[src/design/ptt_pkg.sv]
package ptt_pkg;

    // command codes
    localparam logic [2:0] CMD_ADD     = 3'd0;
    localparam logic [2:0] CMD_ENABLE  = 3'd1;
    localparam logic [2:0] CMD_DISABLE = 3'd2;
    localparam logic [2:0] CMD_DELETE  = 3'd3;
    localparam logic [2:0] CMD_CHANGE  = 3'd4;
    localparam logic [2:0] CMD_TICK    = 3'd5;
    localparam logic [2:0] CMD_RUN     = 3'd6;

    // result status codes
    localparam logic [1:0] ST_OK        = 2'd0;
    localparam logic [1:0] ST_NOT_FOUND = 2'd1;
    localparam logic [1:0] ST_FULL      = 2'd2;
    localparam logic [1:0] ST_ZERO_PER  = 2'd3;

    // controller to datapath commands
    typedef struct packed {
        logic       latch;        // capture the input word
        logic       add_write;    // append entry to its group
        logic       tick;         // advance time by one
        logic       search_start; // start id search at the high group
        logic       next_group;   // move search on to the low group
        logic       run_start;    // start walking the chosen group
        logic       rd_issue;     // read entry at pos
        logic       rd_next;      // read entry at pos + 1
        logic       pos_inc;      // step pos
        logic       set_en;       // set enable bit at pos
        logic       clr_en;       // clear enable bit at pos
        logic       dl_rearm;     // deadline at pos = time + read period
        logic       wr_period;    // period at pos = input period
        logic       del_move;     // copy read entry down into pos
        logic       del_finish;   // clear last slot and shrink group
        logic       out_load;     // load the output register
        logic [1:0] out_status;
        logic       out_fired;
        logic       out_last;
    } t_dp_cmd;

    // datapath to controller status
    typedef struct packed {
        logic [2:0] cmd;
        logic       per_zero;
        logic       grp_full;
        logic       grp;
        logic       pos_lt_end;
        logic       pos1_lt_end;
        logic       match;
        logic       due;
        logic       out_free;
    } t_dp_stat;

endpackage

[src/design/periodic_task_timer_table_top.sv]
// Periodic task timer table.
// Input channel (i_valid / o_stall) takes one command word: add, enable,
// disable, delete, change period, tick or run, with task id, period, group
// and start enable. Output channel (o_valid / i_stall) returns result words:
// status, fired, fired task id and last. Every command ends with one word
// marked last; a run first gives one fired word per due enabled task.
// One command is worked at a time; o_stall is high from acceptance until the
// closing word has been loaded into the output register, so the next command
// may be taken at the following edge while that word still waits.
// Add, tick, unused and rejected commands go straight from decode to the
// closing word. A search compares entries one at a time, the hit included,
// first in the high group, then moving on to the low group; a miss walks
// both groups. Delete then moves each later entry down one slot. A run walks
// the chosen group. Each entry step is paced by the single entry memory read
// port with registered read data; without receiver stalls a miss over a full
// 16-entry table is among the longest commands.
// While the receiver stalls, the output word holds and a walk with a word to load waits.
// Reset clears time, both group counts, all enable bits and the output valid.
module periodic_task_timer_table_top #(
    parameter int HIGH_SLOTS  = 8,
    parameter int TOTAL_SLOTS = 16
) (
    input  logic        i_clk,
    input  logic        i_rst_n,
    input  logic        i_valid,
    output logic        o_stall,
    input  logic [2:0]  i_command,
    input  logic [7:0]  i_task_id,
    input  logic [31:0] i_period,
    input  logic        i_priority_req,
    input  logic        i_start_enabled,
    output logic        o_valid,
    input  logic        i_stall,
    output logic [1:0]  o_status,
    output logic        o_fired,
    output logic [7:0]  o_fired_task,
    output logic        o_last
);

    ptt_pkg::t_dp_cmd  dp_cmd;
    ptt_pkg::t_dp_stat dp_stat;

    // sequencer
    ptt_ctrl u_ctrl (
        .i_clk   (i_clk),
        .i_rst_n (i_rst_n),
        .i_valid (i_valid),
        .o_stall (o_stall),
        .i_stat  (dp_stat),
        .o_cmd   (dp_cmd)
    );

    // entry storage and output register
    ptt_dp #(
        .HIGH_SLOTS  (HIGH_SLOTS),
        .TOTAL_SLOTS (TOTAL_SLOTS)
    ) u_dp (
        .i_clk           (i_clk),
        .i_rst_n         (i_rst_n),
        .i_cmd           (dp_cmd),
        .o_stat          (dp_stat),
        .i_command       (i_command),
        .i_task_id       (i_task_id),
        .i_period        (i_period),
        .i_priority_req  (i_priority_req),
        .i_start_enabled (i_start_enabled),
        .o_valid         (o_valid),
        .i_stall         (i_stall),
        .o_status        (o_status),
        .o_fired         (o_fired),
        .o_fired_task    (o_fired_task),
        .o_last          (o_last)
    );

    // an accepted command blocks the input until its work is done
    a_busy_after_accept: assert property (@(posedge i_clk) disable iff (!i_rst_n)
        (i_valid && !o_stall) |=> o_stall)
        else $error("input not blocked after command accepted");

    // a word that is not last must report a fired task
    a_nonlast_fired: assert property (@(posedge i_clk) disable iff (!i_rst_n)
        (o_valid && !o_last) |-> o_fired)
        else $error("non-last word without fired task");

    // fired words are ok and never last
    a_fired_ok: assert property (@(posedge i_clk) disable iff (!i_rst_n)
        (o_valid && o_fired) |-> (o_status == ptt_pkg::ST_OK && !o_last))
        else $error("fired word with bad status or last");

endmodule

[src/design/ptt_ctrl.sv]
module ptt_ctrl (
    input  logic              i_clk,
    input  logic              i_rst_n,
    input  logic              i_valid,
    output logic              o_stall,
    input  ptt_pkg::t_dp_stat i_stat,
    output ptt_pkg::t_dp_cmd  o_cmd
);

    localparam logic [3:0] S_IDLE   = 4'd0;
    localparam logic [3:0] S_DECODE = 4'd1;
    localparam logic [3:0] S_SRD    = 4'd2;
    localparam logic [3:0] S_SCMP   = 4'd3;
    localparam logic [3:0] S_DRD    = 4'd4;
    localparam logic [3:0] S_DWR    = 4'd5;
    localparam logic [3:0] S_RRD    = 4'd6;
    localparam logic [3:0] S_REVAL  = 4'd7;
    localparam logic [3:0] S_RESP   = 4'd8;

    logic [3:0] r_state;
    logic [3:0] n_state;
    logic [1:0] r_st;
    logic [1:0] n_st;

    assign o_stall = (r_state != S_IDLE);

    // state and pending status
    always_ff @(posedge i_clk) begin
        if (!i_rst_n) begin
            r_state <= S_IDLE;
            r_st    <= ptt_pkg::ST_OK;
        end else begin
            r_state <= n_state;
            r_st    <= n_st;
        end
    end

    // next state and datapath commands
    always_comb begin
        n_state = r_state;
        n_st    = r_st;
        o_cmd   = '0;
        unique case (r_state)
            S_IDLE: begin
                if (i_valid) begin
                    o_cmd.latch = 1'b1;
                    n_state     = S_DECODE;
                end
            end
            S_DECODE: begin
                n_st    = ptt_pkg::ST_OK;
                n_state = S_RESP;
                unique case (i_stat.cmd) inside
                    ptt_pkg::CMD_ADD: begin
                        if (i_stat.per_zero) begin
                            n_st = ptt_pkg::ST_ZERO_PER;
                        end else if (i_stat.grp_full) begin
                            n_st = ptt_pkg::ST_FULL;
                        end else begin
                            o_cmd.add_write = 1'b1;
                        end
                    end
                    ptt_pkg::CMD_TICK: begin
                        o_cmd.tick = 1'b1;
                    end
                    ptt_pkg::CMD_RUN: begin
                        o_cmd.run_start = 1'b1;
                        n_state         = S_RRD;
                    end
                    ptt_pkg::CMD_CHANGE: begin
                        if (i_stat.per_zero) begin
                            n_st = ptt_pkg::ST_ZERO_PER;
                        end else begin
                            o_cmd.search_start = 1'b1;
                            n_state            = S_SRD;
                        end
                    end
                    ptt_pkg::CMD_ENABLE, ptt_pkg::CMD_DISABLE, ptt_pkg::CMD_DELETE: begin
                        o_cmd.search_start = 1'b1;
                        n_state            = S_SRD;
                    end
                    default: begin
                        n_st = ptt_pkg::ST_OK;
                    end
                endcase
            end
            // id search, high group then low group
            S_SRD: begin
                if (i_stat.pos_lt_end) begin
                    o_cmd.rd_issue = 1'b1;
                    n_state        = S_SCMP;
                end else if (!i_stat.grp) begin
                    o_cmd.next_group = 1'b1;
                end else begin
                    n_st    = ptt_pkg::ST_NOT_FOUND;
                    n_state = S_RESP;
                end
            end
            S_SCMP: begin
                if (i_stat.match) begin
                    n_state = S_RESP;
                    unique case (i_stat.cmd) inside
                        ptt_pkg::CMD_ENABLE: begin
                            o_cmd.set_en   = 1'b1;
                            o_cmd.dl_rearm = 1'b1;
                        end
                        ptt_pkg::CMD_DISABLE: begin
                            o_cmd.clr_en = 1'b1;
                        end
                        ptt_pkg::CMD_CHANGE: begin
                            o_cmd.wr_period = 1'b1;
                        end
                        ptt_pkg::CMD_DELETE: begin
                            n_state = S_DRD;
                        end
                        default: begin
                            n_state = S_RESP;
                        end
                    endcase
                end else begin
                    o_cmd.pos_inc = 1'b1;
                    n_state       = S_SRD;
                end
            end
            // delete: shift later entries down one slot
            S_DRD: begin
                if (i_stat.pos1_lt_end) begin
                    o_cmd.rd_next = 1'b1;
                    n_state       = S_DWR;
                end else begin
                    o_cmd.del_finish = 1'b1;
                    n_state          = S_RESP;
                end
            end
            S_DWR: begin
                o_cmd.del_move = 1'b1;
                o_cmd.pos_inc  = 1'b1;
                n_state        = S_DRD;
            end
            // run: walk the group and report due tasks
            S_RRD: begin
                if (i_stat.pos_lt_end) begin
                    o_cmd.rd_issue = 1'b1;
                    n_state        = S_REVAL;
                end else begin
                    n_st    = ptt_pkg::ST_OK;
                    n_state = S_RESP;
                end
            end
            S_REVAL: begin
                if (!i_stat.due) begin
                    o_cmd.pos_inc = 1'b1;
                    n_state       = S_RRD;
                end else if (i_stat.out_free) begin
                    o_cmd.dl_rearm   = 1'b1;
                    o_cmd.out_load   = 1'b1;
                    o_cmd.out_status = ptt_pkg::ST_OK;
                    o_cmd.out_fired  = 1'b1;
                    o_cmd.out_last   = 1'b0;
                    o_cmd.pos_inc    = 1'b1;
                    n_state          = S_RRD;
                end
            end
            // closing word of the command
            S_RESP: begin
                if (i_stat.out_free) begin
                    o_cmd.out_load   = 1'b1;
                    o_cmd.out_status = r_st;
                    o_cmd.out_fired  = 1'b0;
                    o_cmd.out_last   = 1'b1;
                    n_state          = S_IDLE;
                end
            end
            default: begin
                n_state = S_IDLE;
            end
        endcase
    end

endmodule

[src/design/ptt_dp.sv]
module ptt_dp #(
    parameter int HIGH_SLOTS  = 8,
    parameter int TOTAL_SLOTS = 16
) (
    input  logic              i_clk,
    input  logic              i_rst_n,
    input  ptt_pkg::t_dp_cmd  i_cmd,
    output ptt_pkg::t_dp_stat o_stat,
    input  logic [2:0]        i_command,
    input  logic [7:0]        i_task_id,
    input  logic [31:0]       i_period,
    input  logic              i_priority_req,
    input  logic              i_start_enabled,
    output logic              o_valid,
    input  logic              i_stall,
    output logic [1:0]        o_status,
    output logic              o_fired,
    output logic [7:0]        o_fired_task,
    output logic              o_last
);

    localparam int HI_CAP  = (HIGH_SLOTS < TOTAL_SLOTS) ? HIGH_SLOTS : TOTAL_SLOTS;
    localparam int LO_CAP  = TOTAL_SLOTS - HI_CAP;
    localparam int AW      = $clog2(TOTAL_SLOTS);
    localparam int CW      = $clog2(TOTAL_SLOTS + 1);
    localparam logic [CW-1:0] HI_CAP_C  = CW'(HI_CAP);
    localparam logic [CW-1:0] LO_CAP_C  = CW'(LO_CAP);
    localparam logic [CW-1:0] LO_BASE_C = CW'(HI_CAP);

    // entry stores
    logic [7:0]  r_mem_task [TOTAL_SLOTS];
    logic [31:0] r_mem_per  [TOTAL_SLOTS];
    logic [31:0] r_mem_dl   [TOTAL_SLOTS];
    logic [TOTAL_SLOTS-1:0] r_en_vec;

    // scalar state
    logic [CW-1:0] r_high_cnt;
    logic [CW-1:0] r_low_cnt;
    logic [31:0]   r_time;

    // latched input word
    logic [2:0]  r_cmd;
    logic [7:0]  r_id;
    logic [31:0] r_per;
    logic        r_pri;
    logic        r_start_en;

    // walk position and read data
    logic          r_grp;
    logic [CW-1:0] r_pos;
    logic [7:0]    r_rd_task;
    logic [31:0]   r_rd_per;
    logic [31:0]   r_rd_dl;

    // output register
    logic        r_out_valid;
    logic [1:0]  r_out_status;
    logic        r_out_fired;
    logic [7:0]  r_out_task;
    logic        r_out_last;

    logic [CW-1:0] grp_end;
    logic [CW:0]   pos_p1;
    logic [AW-1:0] pos_idx;
    logic [AW-1:0] pos1_idx;
    logic [CW-1:0] add_slot;
    logic [AW-1:0] wr_idx;
    logic [AW-1:0] rd_idx;
    logic [31:0]   diff;
    logic [31:0]   rearm_dl;
    logic          out_free;
    logic          we_task;
    logic          we_per;
    logic          we_dl;
    logic [7:0]    wd_task;
    logic [31:0]   wd_per;
    logic [31:0]   wd_dl;

    // address and compare logic
    assign grp_end  = r_grp ? (LO_BASE_C + r_low_cnt) : r_high_cnt;
    assign pos_p1   = {1'b0, r_pos} + (CW + 1)'(1);
    assign pos_idx  = r_pos[AW-1:0];
    assign pos1_idx = pos_p1[AW-1:0];
    assign add_slot = r_pri ? (LO_BASE_C + r_low_cnt) : r_high_cnt;
    assign wr_idx   = i_cmd.add_write ? add_slot[AW-1:0] : pos_idx;
    assign rd_idx   = i_cmd.rd_next ? pos1_idx : pos_idx;
    assign diff     = r_time - r_rd_dl;
    assign rearm_dl = r_time + r_rd_per;
    assign out_free = !r_out_valid || !i_stall;

    assign o_stat.cmd         = r_cmd;
    assign o_stat.per_zero    = (r_per == 32'd0);
    assign o_stat.grp_full    = r_pri ? (r_low_cnt >= LO_CAP_C) : (r_high_cnt >= HI_CAP_C);
    assign o_stat.grp         = r_grp;
    assign o_stat.pos_lt_end  = (r_pos < grp_end);
    assign o_stat.pos1_lt_end = (pos_p1 < {1'b0, grp_end});
    assign o_stat.match       = (r_rd_task == r_id);
    assign o_stat.due         = r_en_vec[pos_idx] && !diff[31];
    assign o_stat.out_free    = out_free;

    // write port selection
    always_comb begin
        we_task = i_cmd.add_write || i_cmd.del_move;
        we_per  = i_cmd.add_write || i_cmd.del_move || i_cmd.wr_period;
        we_dl   = i_cmd.add_write || i_cmd.del_move || i_cmd.dl_rearm;
        wd_task = i_cmd.add_write ? r_id : r_rd_task;
        wd_per  = i_cmd.del_move ? r_rd_per : r_per;
        if (i_cmd.add_write) begin
            wd_dl = r_time + r_per;
        end else if (i_cmd.del_move) begin
            wd_dl = r_rd_dl;
        end else begin
            wd_dl = rearm_dl;
        end
    end

    // entry memories, one write and one registered read a cycle
    always_ff @(posedge i_clk) begin
        if (we_task) begin
            r_mem_task[wr_idx] <= wd_task;
        end
        if (we_per) begin
            r_mem_per[wr_idx] <= wd_per;
        end
        if (we_dl) begin
            r_mem_dl[wr_idx] <= wd_dl;
        end
        if (i_cmd.rd_issue || i_cmd.rd_next) begin
            r_rd_task <= r_mem_task[rd_idx];
            r_rd_per  <= r_mem_per[rd_idx];
            r_rd_dl   <= r_mem_dl[rd_idx];
        end
    end

    // enable bits, group counts and time
    always_ff @(posedge i_clk) begin
        if (!i_rst_n) begin
            r_en_vec   <= '0;
            r_high_cnt <= '0;
            r_low_cnt  <= '0;
            r_time     <= '0;
        end else begin
            if (i_cmd.add_write) begin
                r_en_vec[wr_idx] <= r_start_en;
                if (r_pri) begin
                    r_low_cnt <= r_low_cnt + CW'(1);
                end else begin
                    r_high_cnt <= r_high_cnt + CW'(1);
                end
            end
            if (i_cmd.set_en) begin
                r_en_vec[pos_idx] <= 1'b1;
            end
            if (i_cmd.clr_en || i_cmd.del_finish) begin
                r_en_vec[pos_idx] <= 1'b0;
            end
            if (i_cmd.del_move) begin
                r_en_vec[pos_idx] <= r_en_vec[pos1_idx];
            end
            if (i_cmd.del_finish) begin
                if (r_grp) begin
                    r_low_cnt <= r_low_cnt - CW'(1);
                end else begin
                    r_high_cnt <= r_high_cnt - CW'(1);
                end
            end
            if (i_cmd.tick) begin
                r_time <= r_time + 32'd1;
            end
        end
    end

    // input word capture
    always_ff @(posedge i_clk) begin
        if (i_cmd.latch) begin
            r_cmd      <= i_command;
            r_id       <= i_task_id;
            r_per      <= i_period;
            r_pri      <= i_priority_req;
            r_start_en <= i_start_enabled;
        end
    end

    // walk position
    always_ff @(posedge i_clk) begin
        if (i_cmd.search_start) begin
            r_grp <= 1'b0;
            r_pos <= '0;
        end else if (i_cmd.next_group) begin
            r_grp <= 1'b1;
            r_pos <= LO_BASE_C;
        end else if (i_cmd.run_start) begin
            r_grp <= r_pri;
            r_pos <= r_pri ? LO_BASE_C : '0;
        end else if (i_cmd.pos_inc) begin
            r_pos <= pos_p1[CW-1:0];
        end
    end

    // output register, frees on take
    always_ff @(posedge i_clk) begin
        if (!i_rst_n) begin
            r_out_valid <= 1'b0;
        end else if (i_cmd.out_load) begin
            r_out_valid <= 1'b1;
        end else if (!i_stall) begin
            r_out_valid <= 1'b0;
        end
    end

    always_ff @(posedge i_clk) begin
        if (i_cmd.out_load) begin
            r_out_status <= i_cmd.out_status;
            r_out_fired  <= i_cmd.out_fired;
            r_out_task   <= i_cmd.out_fired ? r_rd_task : 8'd0;
            r_out_last   <= i_cmd.out_last;
        end
    end

    assign o_valid      = r_out_valid;
    assign o_status     = r_out_status;
    assign o_fired      = r_out_fired;
    assign o_fired_task = r_out_task;
    assign o_last       = r_out_last;

endmodule

[config.mk]
export PLATFORM = sky130hd
export DESIGN_NAME = periodic_task_timer_table_top
export DESIGN_NICKNAME = d
export VERILOG_FILES = /design/src/design/ptt_pkg.sv /design/src/design/periodic_task_timer_table_top.sv /design/src/design/ptt_ctrl.sv /design/src/design/ptt_dp.sv
export SDC_FILE = /design/constraint.sdc
export NUM_CORES = 2
export LEC_CHECK = 0
export ABC_AREA = 0
export BUFFER_PORTS_ARGS = -buffer_cell sky130_fd_sc_hd__buf_2
export CAP_MARGIN = 20
export CORE_ASPECT_RATIO = 0.9
export CORE_MARGIN = 2
export CORE_UTILIZATION = 46
export DETAILED_ROUTE_END_ITERATION = 6
export GPL_TIMING_DRIVEN = 0
export MAX_ROUTING_LAYER = met4
export PLACE_DENSITY = 0.7
export SLEW_MARGIN = 20
export SYNTH_ARGS = -nofsm -noshare
export SYNTH_HDL_FRONTEND = slang
export SYNTH_SLANG_ARGS = --single-unit
export TNS_END_PERCENT = 20
[constraint.sdc]
create_clock -name i_clk -period 16.6 [get_ports i_clk]
set_input_delay 0.83 -clock i_clk [delete_from_list [all_inputs] [get_ports i_clk]]
set_output_delay 0.83 -clock i_clk [all_outputs]
set_load 0.01 [all_outputs]
After elaboration in Yosys (flattened, before gate mapping)
Memories as Yosys holds them, arrays and structs flattened. A register that Yosys moved wholly into a read port is not among the register bits.
Cells that the tools add are included.
{"block": "word_totals", "n_memories": 3, "mem_bits_rw": 1152, "regBits": 128, "out_inout_bits": 14, "elab_cells": 198}
{"name": "u_dp.r_mem_dl", "depth": 16, "word_bits": 32, "read_ports": 1, "rd_clocked_by_memory_dff": 1, "write_ports": 1, "line_no": "ptt_dp.sv:33", "text": "logic [31:0] r_mem_dl [TOTAL_SLOTS];"}
{"name": "u_dp.r_mem_per", "depth": 16, "word_bits": 32, "read_ports": 1, "rd_clocked_by_memory_dff": 1, "write_ports": 1, "line_no": "ptt_dp.sv:32", "text": "logic [31:0] r_mem_per [TOTAL_SLOTS];"}
{"name": "u_dp.r_mem_task", "depth": 16, "word_bits": 8, "read_ports": 1, "rd_clocked_by_memory_dff": 1, "write_ports": 1, "line_no": "ptt_dp.sv:31", "text": "logic [7:0] r_mem_task [TOTAL_SLOTS];"}
{"block": "classes", "bitwise": 3, "reduce_logical": 25, "mux": 106, "n_eq_ne": 23, "n_addsub": 10, "magnitude_cmp": 9}
{"cell": "$mux W16", "n": 7}
{"cell": "$mux W32", "n": 3}
{"cell": "$mux W5", "n": 14}
{"cell": "$mux W4", "n": 17}
{"cell": "$add A32 B32 Y32", "n": 2}
{"cell": "$mux W1", "n": 42}
{"cell": "$pmux W4 S9", "n": 1}
{"cell": "$add A32 B1 Y32 const B", "n": 1}
{"cell": "$bwmux W16", "n": 2}
{"cell": "$logic_not A32 Y1", "n": 1}
{"cell": "$sub A32 B32 Y32", "n": 1}
{"cell": "$and A16 B16 Y16", "n": 1}
{"cell": "$eq A4 B3 Y1 const B", "n": 4}
{"cell": "$not A16 Y16", "n": 1}
{"cell": "$or A16 B16 Y16", "n": 1}
{"cell": "$lt A4 B5 Y1 const B", "n": 3}
{"cell": "$mux W2", "n": 7}
{"cell": "$pmux W4 S3", "n": 1}
{"cell": "$add A5 B1 Y5 const B", "n": 2}
{"cell": "$ge A5 B4 Y1 const B", "n": 2}
{"cell": "$pmux W5 S2", "n": 1}
{"cell": "$sub A5 B1 Y5 const B", "n": 2}
{"cell": "$eq A3 B3 Y1 const B", "n": 3}
{"cell": "$bmux W1 S4", "n": 2}
{"cell": "other kinds (32)", "n": 55}

Longest topological paths before layout
{"block": "depth", "word_depth": 22, "mapped_depth": 19, "depth_no_buf": 14}

Cells and area by module
Synthesis repeated with hierarchy kept, for this count alone.
{"block": "hier_totals", "cells_unflattened": 3107, "hier_area_um2": 57138.6}
{"mod": "ptt_dp", "cells_per_inst": 3002, "area_each_um2": 56426.6, "instances": 1}
{"mod": "ptt_ctrl", "cells_per_inst": 105, "area_each_um2": 711.9, "instances": 1}

Least setup slack after synthesis
Ideal clock, no wire load.
{"block": "synth_timing", "path_kind": "register -> register", "startpoint": "reg u_dp.r_grp", "endpoint": "reg u_ctrl.r_state[0]", "arrival_ns": 7.410, "n_path_buf": 1, "setup_time_ns": 0.060, "setup_slack_ns": 9.130, "stages_incl_launch_ff": 12, "path_cell_list": "dfxtp_1 buf_1 mux2i_1 ha_1 a21boi_0 o21a_1 o211ai_1 nand2_1 o21ai_0 nor2_1 o211ai_1 and3_1"}
{"block": "synth_between", "elab_chain_cells": 4}
{"element": "from (decl)", "line_no": "ptt_dp.sv:49", "text": "logic r_grp;"}
{"element": "from (signal assigned)", "line_no": "ptt_dp.sv:193", "text": "r_grp <= r_pri;"}
{"element": "$mux W5", "line_no": "ptt_dp.sv:80", "text": "assign grp_end = r_grp ? (LO_BASE_C + r_low_cnt) : r_high_cnt;"}
{"element": "$lt A6 B5 Y1 or $lt A5 B5 Y1 (tied branches)", "line_no": "ptt_dp.sv:96, ptt_dp.sv:95"}
{"element": "$mux W4, or another cell as far along", "line_no": "ptt_ctrl.sv:127", "text": "if (i_stat.pos1_lt_end) begin"}
{"element": "$pmux W4 S9 or $reduce_and A4 Y1 (tied branches)"}
{"element": "to (signal assigned)", "line_no": "ptt_ctrl.sv:33", "text": "r_state <= n_state;"}
{"element": "to (decl)", "line_no": "ptt_ctrl.sv:20", "text": "logic [3:0] r_state;"}
Parallel ways exist; a longest one is shown, timed or not.
A chain may end at the register's enable or synchronous reset.

Final worst setup path
{"block": "layout_timing", "startpoint": "reg u_dp.r_pos[0]", "endpoint": "reg u_dp.r_rd_per[0] (read register of u_dp.r_mem_per), data pin"}
{"block": "layout_between", "elab_chain_cells": 5}
{"element": "from (decl)", "line_no": "ptt_dp.sv:50", "text": "logic [CW-1:0] r_pos;"}
{"element": "from (signal assigned)", "line_no": "ptt_dp.sv:194", "text": "r_pos <= r_pri ? LO_BASE_C : '0;"}
{"element": "from (signal assigned)", "line_no": "ptt_dp.sv:196", "text": "r_pos <= pos_p1[CW-1:0];"}
{"element": "$add A5 B1 Y6", "line_no": "ptt_dp.sv:81", "text": "assign pos_p1 = {1'b0, r_pos} + (CW + 1)'(1);"}
{"element": "$lt A6 B5 Y1", "line_no": "ptt_dp.sv:96", "text": "assign o_stat.pos1_lt_end = (pos_p1 < {1'b0, grp_end});"}
{"element": "$mux W1", "line_no": "ptt_ctrl.sv:127"}
{"element": "$mux W1", "line_no": "ptt_ctrl.sv:43", "text": "unique case (r_state)"}
{"element": "$mux W4 or $logic_or A1 B1 Y1 (tied branches)", "line_no": "ptt_dp.sv:86, ptt_dp.sv:128"}
{"element": "to (decl)", "line_no": "ptt_dp.sv:52", "text": "logic [31:0] r_rd_per;"}
Parallel ways exist; a longest one is shown, timed or not.

==> results.yml <==
status:
  status: "completed"
grt:
  grt_pass1_vias: 37700
  grt_usage: 0.280
  grt_pass1_wl_mm: 258
  grt_max_degree: 27
  grt_overflow_total: 0
  antenna_found_initial: 7
timing:
  clock.fmax_ghz: 0.153
  worst_clock_skew_ns: 0.0391
  period_share: 0.394
  tightest_slew_ns: 1.12
  setup_tns_ns: 0
  drv_slew: 0
  setup_slack_ns: 10.06
  rsz0062_at_grt: "false"
  period_needed_ns: 6.54
  hold_viol: 0
  setup_viol: 0
  relSlewSlack: 0.248
synthesis:
  ys_ff_latch: 1352
  yosys-top-cells-count: "1,281 x edfxtp_1, 530 x nand2_1, 315 x mux2i_1"
  synth.most_common_cell: "edfxtp_1"
  synthArstFlopShare: 0
  yosys.area.top_type: "edfxtp_1"
  yosysWarnings: 0
  synth_top_area_frac: 0.657
  synth_area_per_cell_sq_um: 13.7
  synth_edf_count: 1281
  ys.flop_type: "edfxtp_1"
  yosys-top-cells-area: "edfxtp_1 66%, mux2i_1 5.4%, nand2_1 3.4%"
  ys_seq_area_frac: 0.681
  syn_area_sq_um: 58600
  syn_inst: 4287
  syn_nets: 4448
  synth_cell_types: 86
clock_tree:
  clk_latency_ns: 0.78
  cts_buffers: 133
  cts_setup_buffers: 0
  cts_tree: "done"
  htree_levels: 4
  cts_resized: 0
  clock-sinks: 1352
  cts-root-buf: "clkbuf_16"
  clock_tree.buffer_depth: 3
  hold_buffers: 0
  cts.clk_slew.worst_paths_ns: 0.06
drt:
  drtIter0Drc: 6026
  dr.pass1.iters: 7
  drtAntennaViolNets: 0
  finalWirelength_mm: 181
  vias: 40300
  vias_per_cell: 6.33
  drt_drc_violations_left: 0
  wl_per_cell_um: 28.4
power:
  p_switching_uw: 2890
  peakVddDrop_v: 0.000118
  p_seq_frac: 0.454
  pwr-share-clk: 0.320
  powerDensity_nw_per_um2: 139
  comb_power_share: 0.226
  netSwitchingFraction: 0.311
  p_leak_uw: 0.0220
  internal-power_uw: 6410
floorplanning:
  die-area_sq_um: 130000
  start_util: 0.462
  dieWidth_um: 380
  io_pins: 63
  chipHeight_um: 343
  coreArea_sq_um: 127000
  rows: 124
layout:
  syn_to_final_growth_pct: 14.5
  nFillCells: 10200
  drive_above_1_share: 0.117
  num-nets-final: 4713
critical_path:
  critPathMaxFanout: 11
  r2r_slack_ns: 10.06
  crit_type: "reg -> reg"
  startpoint_type: "flop"
  end_kind: "flop"
  max_stage_delay_ns: 0.85
  cp.arrival_ns: 7.13
  worstPathRequired_ns: 17.19
  cp_slowest_cell: "xor2_4"
  crit_chain: "buf_2, clkinv_1, clkbuf_1, ha_1, ha_1, a21boi_1, o21ai_1, a21oi_2, nor3_2, nand2_2, xor2_4, buf_2, clkbuf_1, nand2_1, a32oi_1, and3_1"
  worstPathBufferInverterCount: 5
  path_delay_family: "buffers and inverters"
place:
  hpwl_mm: 125
  post-place-ws_ns: 10.41
  io_buffers: 62
  gp_congestion: 0.989
flow_run:
  maxCapViolCount: 0
hold_path:
  holdCritPathClass: "in -> reg"
## through the flow
stage / utilization / hold slack [ns] / cell area (sq um) / power [uW] / instances
floorplan: - / 0.446 / 58600 / 5420 / 4287
global placement: 0.481 / 0.460 / 61000 / 6210 / 6050
detailed placement: 0.495 / 0.474 / 62800 / 6320 / 6118
CTS: 0.529 / 0.176 / 67000 / 9260 / 6359
global route: 0.529 / 0.199 / 67000 / 9540 / 6364
finish: 0.529 / 0.225 / 67000 / 9300 / 6365
## routing by layer
metal,global-route usage,wire [um],up-vias,share of wire
met5,-,0,-,0
met4,0.118,7370,0,0.041
met3,0.0579,21900,384,0.12
met2,0.403,79000,2786,0.44
met1,0.386,72400,19800,0.40
li1,-,-,17300,-
## flip-flops by register name, indices dropped and copies added (netlist names), 16 cells and up
signal,cells
u_dp.r_mem_task,128
u_dp.r_per,32
u_dp.r_rd_dl,32
u_dp.r_time,32
u_dp.r_mem_per,512
u_dp.r_en_vec,16
u_dp.r_rd_per,32
u_dp.r_mem_dl,512
## worst reg2reg max path: stages (launching register included)
cell and delay (ns):
dfxtp_1 0.36, buf_2 0.30, clkinv_1 0.32, clkbuf_1 0.53, ha_1 0.52, ha_1 0.31
a21boi_1 0.13, o21ai_1 0.17, a21oi_2 0.10, nor3_2 0.26, nand2_2 0.22, xor2_4 0.85
buf_2 0.82, clkbuf_1 0.49, nand2_1 0.12, a32oi_1 0.52, and3_1 0.34
## power groups by stage
stage / Combinational [uW] / Clock (uW) / Sequential (uW)
finish: 2100 / 2980 / 4230
global route: 2200 / 3110 / 4230
CTS: 2040 / 2990 / 4220
detailed placement: 2030 / 0 / 4290
global placement: 1890 / 0 / 4330
floorplan: 1190 / 0 / 4230
## kinds of logic after synthesis
logic type,share of synthesized area
flip-flops,0.681
AND/OR/NAND/NOR,0.0933
AO/OA/AOI/OAI,0.105
multiplexers,0.0579
buffers and inverters,0.0231
adder cells (fa/ha/maj),0.0242
XOR/XNOR,0.0154
## final cells by class
type / instances / area (sq um) / share of cell area
clock inverters: 61 / 534 / 0.00797
well taps: 1701 / 2130 / 0.0317
repair buffers: 130 / 1640 / 0.0244
flip-flops and latches: 1352 / 39900 / 0.595
multi-input cells: 2620 / 17800 / 0.265
inverters: 72 / 270 / 0.00403
diodes: 6 / 15.0 / 0.000224
clock buffers: 180 / 3690 / 0.0551
plain buffers: 243 / 1090 / 0.0162
## path summary, 6_finish.rpt
path                       start               end  depth (start not counted)
hold / removal      i_period[16]    u_dp.r_per[16]                          1
setup / recovery   u_dp.r_pos[0]  u_dp.r_rd_per[0]                         16
setup reg to reg   u_dp.r_pos[0]  u_dp.r_rd_per[0]                         16
hold reg to reg   u_ctrl.r_st[0]    u_ctrl.r_st[0]                          2
## layout by cell type, fill, tap and decap left out, types with 45 or more instances in the layout
master / n
a21o_1: 45
a21oi_1: 91
a221oi_1: 81
a32oi_1: 144
and3_1: 86
buf_2: 156
clkbuf_1: 157
clkbuf_16: 140
dfxtp_1: 71
edfxtp_1: 1281
ha_1: 110
inv_1: 70
mux2i_1: 315
nand2_1: 530
nor2_1: 145
nor3_1: 238
o21ai_0: 63
o22ai_1: 290
xor2_1: 60
Note: power is estimated with default switching activity, not from simulation.
